<file path="src/hw/rtl/jmc_pkg.sv">
`timescale 1ns / 1ps

package jmc_pkg;

  // Default width of the brace depth counter.
  localparam int DEPTH_BITS_DEF = 8;

  // Characters the scanner reacts to.
  localparam logic [7:0] CH_LBRACE    = 8'h7B;
  localparam logic [7:0] CH_RBRACE    = 8'h7D;
  localparam logic [7:0] CH_COLON     = 8'h3A;
  localparam logic [7:0] CH_QUOTE     = 8'h22;
  localparam logic [7:0] CH_BACKSLASH = 8'h5C;
  localparam logic [7:0] CH_SPACE     = 8'h20;
  localparam logic [7:0] CH_TAB       = 8'h09;
  localparam logic [7:0] CH_CR        = 8'h0D;
  localparam logic [7:0] CH_LF        = 8'h0A;

  // Key slots, also the bit order of the key flags.
  localparam int KEY_RESULT = 0;
  localparam int KEY_ERROR  = 1;
  localparam int KEY_ID     = 2;
  localparam int NUM_KEYS   = 3;

  typedef enum logic [1:0] {
    KIND_RESPONSE     = 2'd0,
    KIND_REQUEST      = 2'd1,
    KIND_NOTIFICATION = 2'd2,
    KIND_UNKNOWN      = 2'd3
  } msg_kind_t;

  typedef struct packed {
    logic       method_seen;
    logic       has_id;
    logic       has_error;
    logic       has_result;
    msg_kind_t  message_kind;
  } result_t;

  function automatic logic is_ws(input logic [7:0] c);
    return (c == CH_SPACE) || (c == CH_TAB) || (c == CH_CR) || (c == CH_LF);
  endfunction

  // The quoted token "method", quotes included.
  function automatic logic [7:0] token_char(input logic [2:0] pos);
    logic [7:0] c;
    case (pos)
      3'd0:    c = CH_QUOTE;
      3'd1:    c = 8'h6D; // m
      3'd2:    c = 8'h65; // e
      3'd3:    c = 8'h74; // t
      3'd4:    c = 8'h68; // h
      3'd5:    c = 8'h6F; // o
      3'd6:    c = 8'h64; // d
      default: c = CH_QUOTE;
    endcase
    return c;
  endfunction

  // Character idx of key k; zero beyond the end of the key.
  function automatic logic [7:0] key_char(input logic [1:0] k, input logic [2:0] idx);
    logic [7:0] c;
    c = 8'h00;
    case (k)
      2'd0: begin
        case (idx)
          3'd0:    c = 8'h72; // r
          3'd1:    c = 8'h65; // e
          3'd2:    c = 8'h73; // s
          3'd3:    c = 8'h75; // u
          3'd4:    c = 8'h6C; // l
          3'd5:    c = 8'h74; // t
          default: c = 8'h00;
        endcase
      end
      2'd1: begin
        case (idx)
          3'd0:    c = 8'h65; // e
          3'd1:    c = 8'h72; // r
          3'd2:    c = 8'h72; // r
          3'd3:    c = 8'h6F; // o
          3'd4:    c = 8'h72; // r
          default: c = 8'h00;
        endcase
      end
      2'd2: begin
        case (idx)
          3'd0:    c = 8'h69; // i
          3'd1:    c = 8'h64; // d
          default: c = 8'h00;
        endcase
      end
      default: c = 8'h00;
    endcase
    return c;
  endfunction

  function automatic logic [2:0] key_len(input logic [1:0] k);
    logic [2:0] n;
    case (k)
      2'd0:    n = 3'd6;
      2'd1:    n = 3'd5;
      2'd2:    n = 3'd2;
      default: n = 3'd0;
    endcase
    return n;
  endfunction

endpackage

</file>
<file path="src/hw/rtl/jmc_scanner.sv">
`timescale 1ns / 1ps

// Per-byte scanner state. Every accepted byte updates the state;
// on the last byte of a message the summary is presented combinationally and
// the state returns to its reset values.
module jmc_scanner #(
  parameter int DEPTH_BITS = jmc_pkg::DEPTH_BITS_DEF
) (
  input  logic              clk,
  input  logic              rst_n,
  input  logic              step,
  input  logic [7:0]        data,
  input  logic              last,
  output jmc_pkg::result_t  res
);

  typedef enum logic [1:0] {
    PH_LEAD = 2'd0,
    PH_BODY = 2'd1,
    PH_DONE = 2'd2
  } phase_t;

  localparam logic [DEPTH_BITS-1:0] DEPTH_ONE = DEPTH_BITS'(1);

  phase_t                  phase_r,    phase_nxt;
  logic [DEPTH_BITS-1:0]   depth_r,    depth_nxt;
  // Quoted text: every string is a key candidate, so one flag covers both
  // the string state and the key collection state.
  logic                    in_key_r,   in_key_nxt;
  logic                    escape_r,   escape_nxt;
  logic                    await_r,    await_nxt;
  logic [2:0]              klen_r,     klen_nxt;
  logic [2:0]              alive_r,    alive_nxt;
  logic [2:0]              found_r,    found_nxt;
  logic [3:0]              tok_pos_r,  tok_pos_nxt;
  logic                    tok_found_r, tok_found_nxt;
  logic                    plain_byte;
  logic                    ws;

  assign ws = jmc_pkg::is_ws(data);

  always_comb begin
    phase_nxt     = phase_r;
    depth_nxt     = depth_r;
    in_key_nxt    = in_key_r;
    escape_nxt    = escape_r;
    await_nxt     = await_r;
    klen_nxt      = klen_r;
    alive_nxt     = alive_r;
    found_nxt     = found_r;
    tok_pos_nxt   = tok_pos_r;
    tok_found_nxt = tok_found_r;
    plain_byte    = 1'b0;

    // Method token matcher runs over the whole text until it hits.
    if (!tok_found_r) begin
      if (!tok_pos_r[3] && (data == jmc_pkg::token_char(tok_pos_r[2:0]))) begin
        tok_pos_nxt = tok_pos_r + 4'd1;
        if (tok_pos_nxt[3]) begin
          tok_found_nxt = 1'b1;
        end
      end else begin
        tok_pos_nxt = (data == jmc_pkg::CH_QUOTE) ? 4'd1 : 4'd0;
      end
    end

    case (phase_r)
      PH_LEAD: begin
        if (data == jmc_pkg::CH_LBRACE) begin
          phase_nxt = PH_BODY;
          depth_nxt = DEPTH_ONE;
        end else if (!ws) begin
          phase_nxt = PH_DONE;
        end
      end
      PH_BODY: begin
        if (in_key_r) begin
          if (escape_r) begin
            escape_nxt = 1'b0;
          end else if (data == jmc_pkg::CH_BACKSLASH) begin
            escape_nxt = 1'b1;
          end else if (data == jmc_pkg::CH_QUOTE) begin
            in_key_nxt = 1'b0;
            await_nxt  = 1'b1;
            for (int k = 0; k < jmc_pkg::NUM_KEYS; k++) begin
              if (klen_r != jmc_pkg::key_len(2'(k))) begin
                alive_nxt[k] = 1'b0;
              end
            end
          end else begin
            for (int k = 0; k < jmc_pkg::NUM_KEYS; k++) begin
              if ((klen_r >= jmc_pkg::key_len(2'(k))) ||
                  (data != jmc_pkg::key_char(2'(k), klen_r))) begin
                alive_nxt[k] = 1'b0;
              end
            end
            if (klen_r != 3'd7) begin
              klen_nxt = klen_r + 3'd1;
            end
          end
        end else begin
          plain_byte = 1'b1;
          if (await_r) begin
            if (ws) begin
              plain_byte = 1'b0;
            end else begin
              await_nxt = 1'b0;
              if (data == jmc_pkg::CH_COLON) begin
                plain_byte = 1'b0;
                if (depth_r == DEPTH_ONE) begin
                  found_nxt = found_r | alive_r;
                end
              end
            end
          end
          if (plain_byte) begin
            if (data == jmc_pkg::CH_QUOTE) begin
              in_key_nxt = 1'b1;
              escape_nxt = 1'b0;
              klen_nxt   = 3'd0;
              alive_nxt  = 3'b111;
            end else if (data == jmc_pkg::CH_LBRACE) begin
              if (!(&depth_r)) begin
                depth_nxt = depth_r + DEPTH_ONE;
              end
            end else if (data == jmc_pkg::CH_RBRACE) begin
              if (|depth_r) begin
                depth_nxt = depth_r - DEPTH_ONE;
                if (depth_r == DEPTH_ONE) begin
                  phase_nxt = PH_DONE;
                end
              end else begin
                phase_nxt = PH_DONE;
              end
            end
          end
        end
      end
      default: ;
    endcase
  end

  always_comb begin
    res.has_result  = found_nxt[jmc_pkg::KEY_RESULT];
    res.has_error   = found_nxt[jmc_pkg::KEY_ERROR];
    res.has_id      = found_nxt[jmc_pkg::KEY_ID];
    res.method_seen = tok_found_nxt;
    if (found_nxt[jmc_pkg::KEY_RESULT] || found_nxt[jmc_pkg::KEY_ERROR]) begin
      res.message_kind = jmc_pkg::KIND_RESPONSE;
    end else if (tok_found_nxt) begin
      res.message_kind = found_nxt[jmc_pkg::KEY_ID] ? jmc_pkg::KIND_REQUEST
                                                   : jmc_pkg::KIND_NOTIFICATION;
    end else begin
      res.message_kind = jmc_pkg::KIND_UNKNOWN;
    end
  end

  always_ff @(posedge clk) begin
    if (!rst_n || (step && last)) begin
      phase_r     <= PH_LEAD;
      depth_r     <= DEPTH_ONE;
      in_key_r    <= 1'b0;
      escape_r    <= 1'b0;
      await_r     <= 1'b0;
      klen_r      <= 3'd0;
      alive_r     <= 3'b111;
      found_r     <= 3'd0;
      tok_pos_r   <= 4'd0;
      tok_found_r <= 1'b0;
    end else if (step) begin
      phase_r     <= phase_nxt;
      depth_r     <= depth_nxt;
      in_key_r    <= in_key_nxt;
      escape_r    <= escape_nxt;
      await_r     <= await_nxt;
      klen_r      <= klen_nxt;
      alive_r     <= alive_nxt;
      found_r     <= found_nxt;
      tok_pos_r   <= tok_pos_nxt;
      tok_found_r <= tok_found_nxt;
    end
  end

endmodule

</file>
<file path="src/hw/rtl/jsonrpc_message_classifier_top.sv">
`timescale 1ns / 1ps

// Channel  Direction  Ports               Word contents
// in       slave      in_tvalid/tready    tdata: text byte; tlast: last byte of message
// out      master     out_tvalid/tready   tdata: kind, result, error, id, method flags
//
// One text byte is taken per clock while in_tready is high. The scanner state
// updates in the cycle the byte is accepted; the last byte of a message produces a
// registered result word, shown in the next cycle if out is free, else held in the skid.
// Reset (rst_n low, synchronous) clears the scanner and empties both result registers.
// A result register plus one skid register sit on the out side, so bytes keep
// flowing while a result waits; in_tready drops only when both hold a word.
module jsonrpc_message_classifier_top #(
  parameter int DEPTH_BITS = jmc_pkg::DEPTH_BITS_DEF
) (
  input  logic        clk,
  input  logic        rst_n,
  input  logic        in_tvalid,
  output logic        in_tready,
  input  logic [7:0]  in_tdata,   // [7:0] data_byte
  input  logic        in_tlast,   // last_byte
  output logic        out_tvalid,
  input  logic        out_tready,
  output logic [7:0]  out_tdata   // [1:0] message_kind, [2] has_result, [3] has_error,
                                  // [4] has_id, [5] method_seen, [7:6] zero
);

  jmc_pkg::result_t  scan_res;
  jmc_pkg::result_t  out_r;
  jmc_pkg::result_t  skid_r;
  logic              out_valid_r;
  logic              skid_valid_r;
  logic              in_fire;
  logic              push;
  logic              pop;

  assign in_tready = !skid_valid_r;
  assign in_fire   = in_tvalid && in_tready;
  assign push      = in_fire && in_tlast;
  assign pop       = out_valid_r && out_tready;

  jmc_scanner #(
    .DEPTH_BITS (DEPTH_BITS)
  ) u_scanner (
    .clk   (clk),
    .rst_n (rst_n),
    .step  (in_fire),
    .data  (in_tdata),
    .last  (in_tlast),
    .res   (scan_res)
  );

  // Result register with a skid stage behind it.
  always_ff @(posedge clk) begin
    if (!rst_n) begin
      out_valid_r  <= 1'b0;
      skid_valid_r <= 1'b0;
    end else begin
      if (!out_valid_r || pop) begin
        if (skid_valid_r) begin
          out_r        <= skid_r;
          out_valid_r  <= 1'b1;
          skid_valid_r <= 1'b0;
        end else if (push) begin
          out_r       <= scan_res;
          out_valid_r <= 1'b1;
        end else begin
          out_valid_r <= 1'b0;
        end
      end else if (push) begin
        skid_r       <= scan_res;
        skid_valid_r <= 1'b1;
      end
    end
  end

  assign out_tvalid = out_valid_r;
  assign out_tdata  = {2'b00, out_r};

  // The skid register only fills behind a waiting result.
  a_skid_behind_out: assert property (@(posedge clk) disable iff (!rst_n)
    skid_valid_r |-> out_valid_r)
    else $error("skid word held without a result word in front");

  // A message end with an empty output side shows up in the next cycle.
  a_push_shows: assert property (@(posedge clk) disable iff (!rst_n)
    (push && !out_valid_r) |=> out_tvalid)
    else $error("result of a finished message was not presented");

  // With no message end and no word taken, the output side keeps its state.
  a_quiet_holds: assert property (@(posedge clk) disable iff (!rst_n)
    (!push && !pop) |=> (out_tvalid == $past(out_tvalid)) &&
                        (skid_valid_r == $past(skid_valid_r)))
    else $error("result queue changed without a push or a pop");

endmodule
</file>
<file path="config.mk">
export PLATFORM = sky130hd
export DESIGN_NAME = jsonrpc_message_classifier_top
export DESIGN_NICKNAME = d
export VERILOG_FILES = /design/src/hw/rtl/jmc_pkg.sv /design/src/hw/rtl/jmc_scanner.sv /design/src/hw/rtl/jsonrpc_message_classifier_top.sv
export SDC_FILE = /design/constraint.sdc
export NUM_CORES = 1
export LEC_CHECK = 0
export BUFFER_PORTS_ARGS = -buffer_cell sky130_fd_sc_hd__buf_2
export CORE_MARGIN = 1
export CORE_UTILIZATION = 55
export CTS_BUF_LIST = sky130_fd_sc_hd__clkbuf_8 sky130_fd_sc_hd__clkbuf_16
export DETAILED_ROUTE_END_ITERATION = 6
export GPL_ROUTABILITY_DRIVEN = 0
export HOLD_SLACK_MARGIN = 0.15
export MAX_ROUTING_LAYER = met4
export PLACE_DENSITY_LB_ADDON = 0.2
export REMOVE_ABC_BUFFERS = 1
export SETUP_SLACK_MARGIN = 0.2
export SYNTH_ARGS = -nofsm -noshare
export SYNTH_HDL_FRONTEND = slang
export SYNTH_HIERARCHICAL = 1
export SYNTH_SLANG_ARGS = --single-unit
</file>
<file path="constraint.sdc">
create_clock -name clk -period 2.3 [get_ports clk]
set_input_delay 0.115 -clock clk [delete_from_list [all_inputs] [get_ports clk]]
set_output_delay 0.115 -clock clk [all_outputs]
set_load 0.02 [all_outputs]
</file>
==> metrics.yaml, run 1 <==
worst_setup_path:
  arrival_ns: 2.38
  start_kind: "flop"
  r2r_slack_ns: -0.02
  crit_fanout: 4
  worstReg2RegEnd: "out_tdata[1]"
  worst-setup-path-type: "reg -> reg"
  r2r_cells: 9
  end_kind: "flop"
  worstPathRequired_ns: 2.36
  regToRegStartpoint: "u_scanner/tok_pos_r[0]"
yosys:
  synth_edf_count: 12
  synth.distinct_cells: 73
  synth_top_family_by_area: "simple AND/OR/NAND/NOR gates"
  ys.warnings.count: 6
  synth_commonest_cells: "dfxtp_1, a21oi_1, nand2_1"
  async_reset_ff_frac: 0
  synth_top_cell_area_share: 0.189
  synth_area_um2: 3070
  yosys.area_share.adder: 0.0694
  ys_ff_latch: 41
  synth_mux_area_frac: 0.0588
  synthCells: 354
  syn_avg_cell_area_um2: 8.66
  synthSimpleGateAreaFrac: 0.269
  synth_flop_cell: "dfxtp_1"
  seq_area_frac_synth: 0.307
  yosys-top-cells-area: "dfxtp_1, edfxtp_1, ha_1, a21oi_1, mux2i_1"
  yosysMostFrequentCell: "dfxtp_1"
  synth-xor-area-share: 0.0171
  yosys.area.top_type: "dfxtp_1"
  synth_compound_area_frac: 0.213
timing:
  worst_slack_ns: -0.0201
  maxSlewViolCount: 0
  relSlewSlack: 0.618
  rsz0062_at_grt: "true"
  finalCritPeriodShare: 1.01
  finalSetupViolations: 2
  fin_crit_ns: 2.32
  fmax_ghz: 0.431
  hold_violations: 0
  fin_skew_ns: 0.00723
  tightest_slew_ns: 0.572
  setup_tns_ns: -0.0389
finish:
  area_growth_syn_to_layout_pct: 26.6
  final_cell_area_um2: 3880
  nFillCells: 375
  drive_gt1_frac: 0.323
  stdcell_count: 469
  nNetsFinal: 428
  diodes: 0
floorplan:
  die-area_um2: 5880
  coreArea_um2: 5240
  rows: 26
  ios: 23
  die_height_um: 76.7
  start_util: 0.585
  die_x_um: 76.7
grt:
  grt_max_degree: 20
  grt_pass1_wl_um: 12700
  grt_usage: 0.277
  grt_pass1_vias: 2685
  overflow: 0
  antenna_found_initial: 0
clock_tree:
  numCtsBuffers: 5
  cts_htree_levels: 2
  worstSkewPairLatency_ns: 0.30
  ctsHoldBuffers: 0
  cts-root-buf: "clkbuf_8"
  clkSinkCount: 41
  cts_tree: "built"
  clk_pin_slew_ns: 0.08
  clockBufferDepth: 2
routing:
  vias: 2909
  drtPass1Iterations: 4
  wl_per_cell_um: 16.7
  drc: 0
  drt_wl_total_um: 7840
  vias_per_cell: 6.20
  drtIter0Drc: 239
  ant_nets: 0
status:
  status: "complete, but fails checks"
  violations: "setup timing"
placement:
  hpwl_um: 5240
  dpl.cell_count: 453
  placed_cell_area_um2: 3380
  dpl_worst_slack_ns: -0.234
  port_buffers: 20
pwr:
  finalPower_w: 0.00162
  power_density_nw_per_um2: 416
  p_leak_nw: 1.46
  ir_worst_vdd_v: 0.000462
hold_path:
  min_to: "out_tvalid"
  whs_path_depth: 3
  hp-class: "in -> reg"
  hp-start: "in_tvalid"
job:
  cap_violations: 0
-- worst max-delay path, cell delays in order (launching register included) --
cell,delay (ns)
dfxtp_4,0.37
ha_4,0.17
ha_4,0.18
buf_6,0.11
a211o_1,0.25
a2111oi_4,0.34
nand3_1,0.14
nand2b_1,0.17
a21oi_2,0.08
mux2_4,0.27
-- cell usage in the layout, fill, tap and decap left out, types with 6 or more instances in the layout --
cell type	count
buf_4	30
nand2_1	24
dfxtp_1	24
nor2_1	21
a21oi_1	20
buf_2	20
inv_1	13
edfxtp_1	12
nand3_1	12
nor3_1	10
o21ai_0	9
or3_1	9
mux2i_1	9
ha_4	9
nand4_1	8
o21ai_1	8
buf_6	7
ha_1	7
mux2_4	6
nand2b_1	6
nor4_1	6
nor2b_1	6
-- repair_timing --
item	4_1_cts	5_1_grt
pin swaps	12	11
cloned	0	0
endpoints found under the setup margin	13	15
setup buffers	2	6
resized for setup	34	35
-- power by group --
group	switching, W	internal, W
registers	0.00000513	0.000741
logic	0.000107	0.0000646
clock network	0.000262	0.000437
-- layer usage --
metal | routed length (um) | global-route usage | up-vias
met4 | 194 | 0.0923 | 0
li1 | - | - | 1397
met1 | 3410 | 0.347 | 1392
met2 | 3880 | 0.458 | 97
met3 | 357 | 0.0429 | 23
met5 | 0 | - | -
-- area by class of cell --
type                    instances  area (um2)  area share
multi-input cells             270        2180       0.561
flip-flops and latches         41         957       0.247
repair buffers                 59         439       0.113
well taps                      70        87.6      0.0226
inverters                      21        83.8      0.0216
clock buffers                   5        68.8      0.0177
clock inverters                 3        68.8      0.0177
-- cells by family (layout without fill, tap and decap cells) --
| group | after synthesis | after routing |
|---|---|---|
| mux | 15 | 15 |
| other cells | 1 | 2 |
| simple gates | 142 | 142 |
| buf+inv | 44 | 88 |
| fa+ha+maj | 17 | 17 |
| flops | 41 | 41 |
| xor+xnor | 6 | 6 |
| compound gates | 88 | 88 |
-- through the flow --
stage	utilization	hold slack, ns
5_1_grt	0.741	0.192
4_1_cts	0.699	0.156
2_1_floorplan	-	0.280
3_5_place_dp	0.646	0.459
3_3_place_gp	0.646	0.437
6_report	0.741	0.158
-- flip-flops by register name, indices dropped and copies added (netlist names) --
signal	flops
out_tdata	6
out_tvalid	1
skid_r	6
skid_valid_r	1
u_scanner/alive_r	3
u_scanner/await_r	1
u_scanner/depth_r	8
u_scanner/escape_r	1
u_scanner/found_r	3
u_scanner/in_key_r	1
u_scanner/klen_r	3
u_scanner/phase_r	2
u_scanner/tok_found_r	1
u_scanner/tok_pos_r	4
-- worst max path at each step --
stage / startpoint / endpoint / slack (ns)
final: u_scanner/tok_pos_r[0] / out_tdata[1] / -0.02
after CTS: u_scanner/tok_pos_r[0] / out_tdata[0] / -0.02
after global placement: u_scanner/tok_pos_r[0] / out_tdata[0] / -0.13
after floorplan: u_scanner/tok_pos_r[2] / out_tdata[0] / -0.12
after global routing: u_scanner/tok_pos_r[0] / out_tdata[1] / -0.1
after detailed placement: u_scanner/tok_pos_r[0] / out_tdata[0] / -0.23
(Power assumes the default switching activity.)
==> run 2, diff against run 1 <==
--- a/config.mk
+++ b/config.mk
@@ -14,7 +14,6 @@
 export HOLD_SLACK_MARGIN = 0.15
 export MAX_ROUTING_LAYER = met4
 export PLACE_DENSITY_LB_ADDON = 0.2
-export REMOVE_ABC_BUFFERS = 1
 export SETUP_SLACK_MARGIN = 0.2
 export SYNTH_ARGS = -nofsm -noshare
 export SYNTH_HDL_FRONTEND = slang
==> run 2 against run 1 <==
Compared with the run above:
- highest routed layer unchanged
- global-route usage down 0.56 points
- the flow still finishes with violations (setup timing)
- total power down 6.8%
- sequential cell count unchanged
- clock skew down 0.00069 ns
- first-iteration DRC count up 22%
- register-to-register slack worse by 0.05 ns
- design area down 1.1%
- clock power down 16%
- non-clock buffer count up 2
- sequential power about the same
- wire length up 2.4%
- clock-buffer cell count unchanged
==> metrics.yaml, run 2 (same netlist as run 1, synthesis figures left out) <==
status:
  status: "complete, but fails checks"  # unchanged
  violations: "setup timing"  # unchanged
finish:
  layout_commonest_cell: "buf_4"  # unchanged
  diodes: 0  # unchanged
  drive_gt1_frac: 0.312  # was 0.323
  regMostFlops: "u_scanner/depth_r"  # unchanged
  nNetsFinal: 430  # was 428
  area_growth_syn_to_layout_pct: 25.3  # was 26.6%
  largest_reg_flops: 8  # unchanged
  final_cell_area_um2: 3840  # was 3880 um2
  final_cell_mix: "buf_4, nand2_1, dfxtp_1"  # unchanged
clock_tree:
  cts-root-buf: "clkbuf_8"  # unchanged
  numCtsBuffers: 5  # unchanged
  clockBufferDepth: 2  # unchanged
  worstSkewPairLatency_ns: 0.30  # about the same
  ctsHoldBuffers: 0  # unchanged
  clkSinkCount: 41  # unchanged
  cts_htree_levels: 2  # unchanged
  clk_pin_slew_ns: 0.08  # about the same
  cts_tree: "built"  # unchanged
floorplan:
  die_height_um: 76.7  # unchanged
  start_util: 0.585  # unchanged
  coreArea_um2: 5240  # unchanged
  ios: 23  # unchanged
  die_x_um: 76.7  # unchanged
  rows: 26  # unchanged
  die-area_um2: 5880  # unchanged
grt:
  grt_pass1_vias: 2692  # was 2,685
  grt_max_degree: 20  # unchanged
  grt_usage: 0.272  # was 0.277
  grt_pass1_wl_um: 12600  # was 12,700 um
  overflow: 0  # unchanged
  antenna_found_initial: 0  # unchanged
placement:
  port_buffers: 20  # unchanged
  dpl_worst_slack_ns: -0.0924  # was -0.234 ns
  hpwl_um: 5460  # was 5240 um
  placed_cell_area_um2: 3410  # was 3380 um2
worst_setup_path:
  end_kind: "flop"  # unchanged
  crit_fanout: 4  # unchanged
  worstPathRequired_ns: 2.35  # was 2.36 ns
  worst-setup-path-type: "reg -> reg"  # unchanged
  start_kind: "flop"  # unchanged
  arrival_ns: 2.42  # was 2.38 ns
timing:
  worst_slack_ns: -0.0743  # was -0.0201 ns
  finalSetupViolations: 5  # was 2
  tightest_slew_ns: 0.502  # was 0.572 ns
  fmax_ghz: 0.421  # was 0.431 GHz
  fin_crit_ns: 2.37  # was 2.32 ns
  finalCritPeriodShare: 1.03  # was 1.01
  maxSlewViolCount: 0  # unchanged
  rsz0062_at_grt: "true"  # unchanged
  hold_violations: 0  # unchanged
  fin_skew_ns: 0.00654  # was 0.00723 ns
  relSlewSlack: 0.662  # was 0.618
routing:
  wl_per_cell_um: 17.0  # was 16.7 um
  vias_per_cell: 6.11  # was 6.20
  ant_nets: 0  # unchanged
  drtPass1Iterations: 4  # unchanged
  vias: 2878  # was 2,909
  drc: 0  # unchanged
  drtIter0Drc: 291  # was 239
  drt_wl_total_um: 8030  # was 7840 um
pwr:
  power_density_nw_per_um2: 392  # was 416 nW/um2
  p_leak_nw: 1.44  # was 1.46 nW
  ir_worst_vdd_v: 0.000410  # was 0.000462 V
  finalPower_w: 0.00151  # was 0.00162 W
job:
  cap_violations: 0  # unchanged
hold_path:
  hp-class: "in -> reg"  # unchanged
-- run 2: final timing paths --
check | from | to | slack (ns) | cells after the start
hold / removal | in_tvalid | skid_valid_r | 0.16 | 3
hold reg to reg | u_scanner/tok_found_r | u_scanner/tok_found_r | 0.48 | 2
setup reg to reg | u_scanner/tok_pos_r[0] | out_tdata[1] | -0.07 | 9
setup / recovery | u_scanner/tok_pos_r[0] | out_tdata[1] | -0.07 | 9
-- run 2: through the flow --
stage                     cells  TNS, ns  utilization  hold WS [ns]
final                       471   -0.261        0.733         0.163
after global routing        471   -0.888        0.733         0.176
after CTS                   464   -0.201        0.704         0.162
after detailed placement    448   -0.179        0.652         0.463
after global placement      448        0        0.652         0.442
after floorplan             355        0            -         0.280
-- run 2: where the power goes --
| part | total [W] | switching, W | leakage [nW] | internal [W] |
|---|---|---|---|---|
| clock network | 0.000589 | 0.000263 | 0.0587 | 0.000326 |
| registers | 0.000746 | 0.00000528 | 0.329 | 0.000741 |
| logic | 0.000171 | 0.000106 | 1.05 | 0.0000651 |
| total | 0.00151 | 0.000374 | 1.44 | 0.00113 |
-- run 2: what timing repair did --
action | 4_1_cts | 5_1_grt
cloned | 0 | 0
setup endpoints to repair | 10 | 16
pin swaps | 13 | 7
resized for setup | 22 | 21
setup buffers | 8 | 7
-- run 2: cell type report --
cell class	count	area (um2)
timing repair buffer	61	449
inverter	21	83.8
fill	388	1400
clock inverter	3	45.0
sequential	41	957
clock buffer	5	68.8
tap	70	87.6
multi-input combinational	270	2150
-- run 2: critical path, cell delays in order (launching register included) --
cell       delay [ns]
dfxtp_4          0.38
ha_4             0.17
ha_4             0.17
buf_4            0.14
a211o_1          0.26
a2111oi_4        0.35
nand3_2          0.16
nand2b_4         0.15
a21oi_2          0.08
mux2_4           0.27
-- run 2: per-layer routing --
metal,up-vias,routed length [um],global-route usage
met2,70,4080,0.442
met4,0,34,0.0731
met5,-,0,-
met3,5,278,0.0381
li1,1408,-,-
met1,1395,3640,0.354
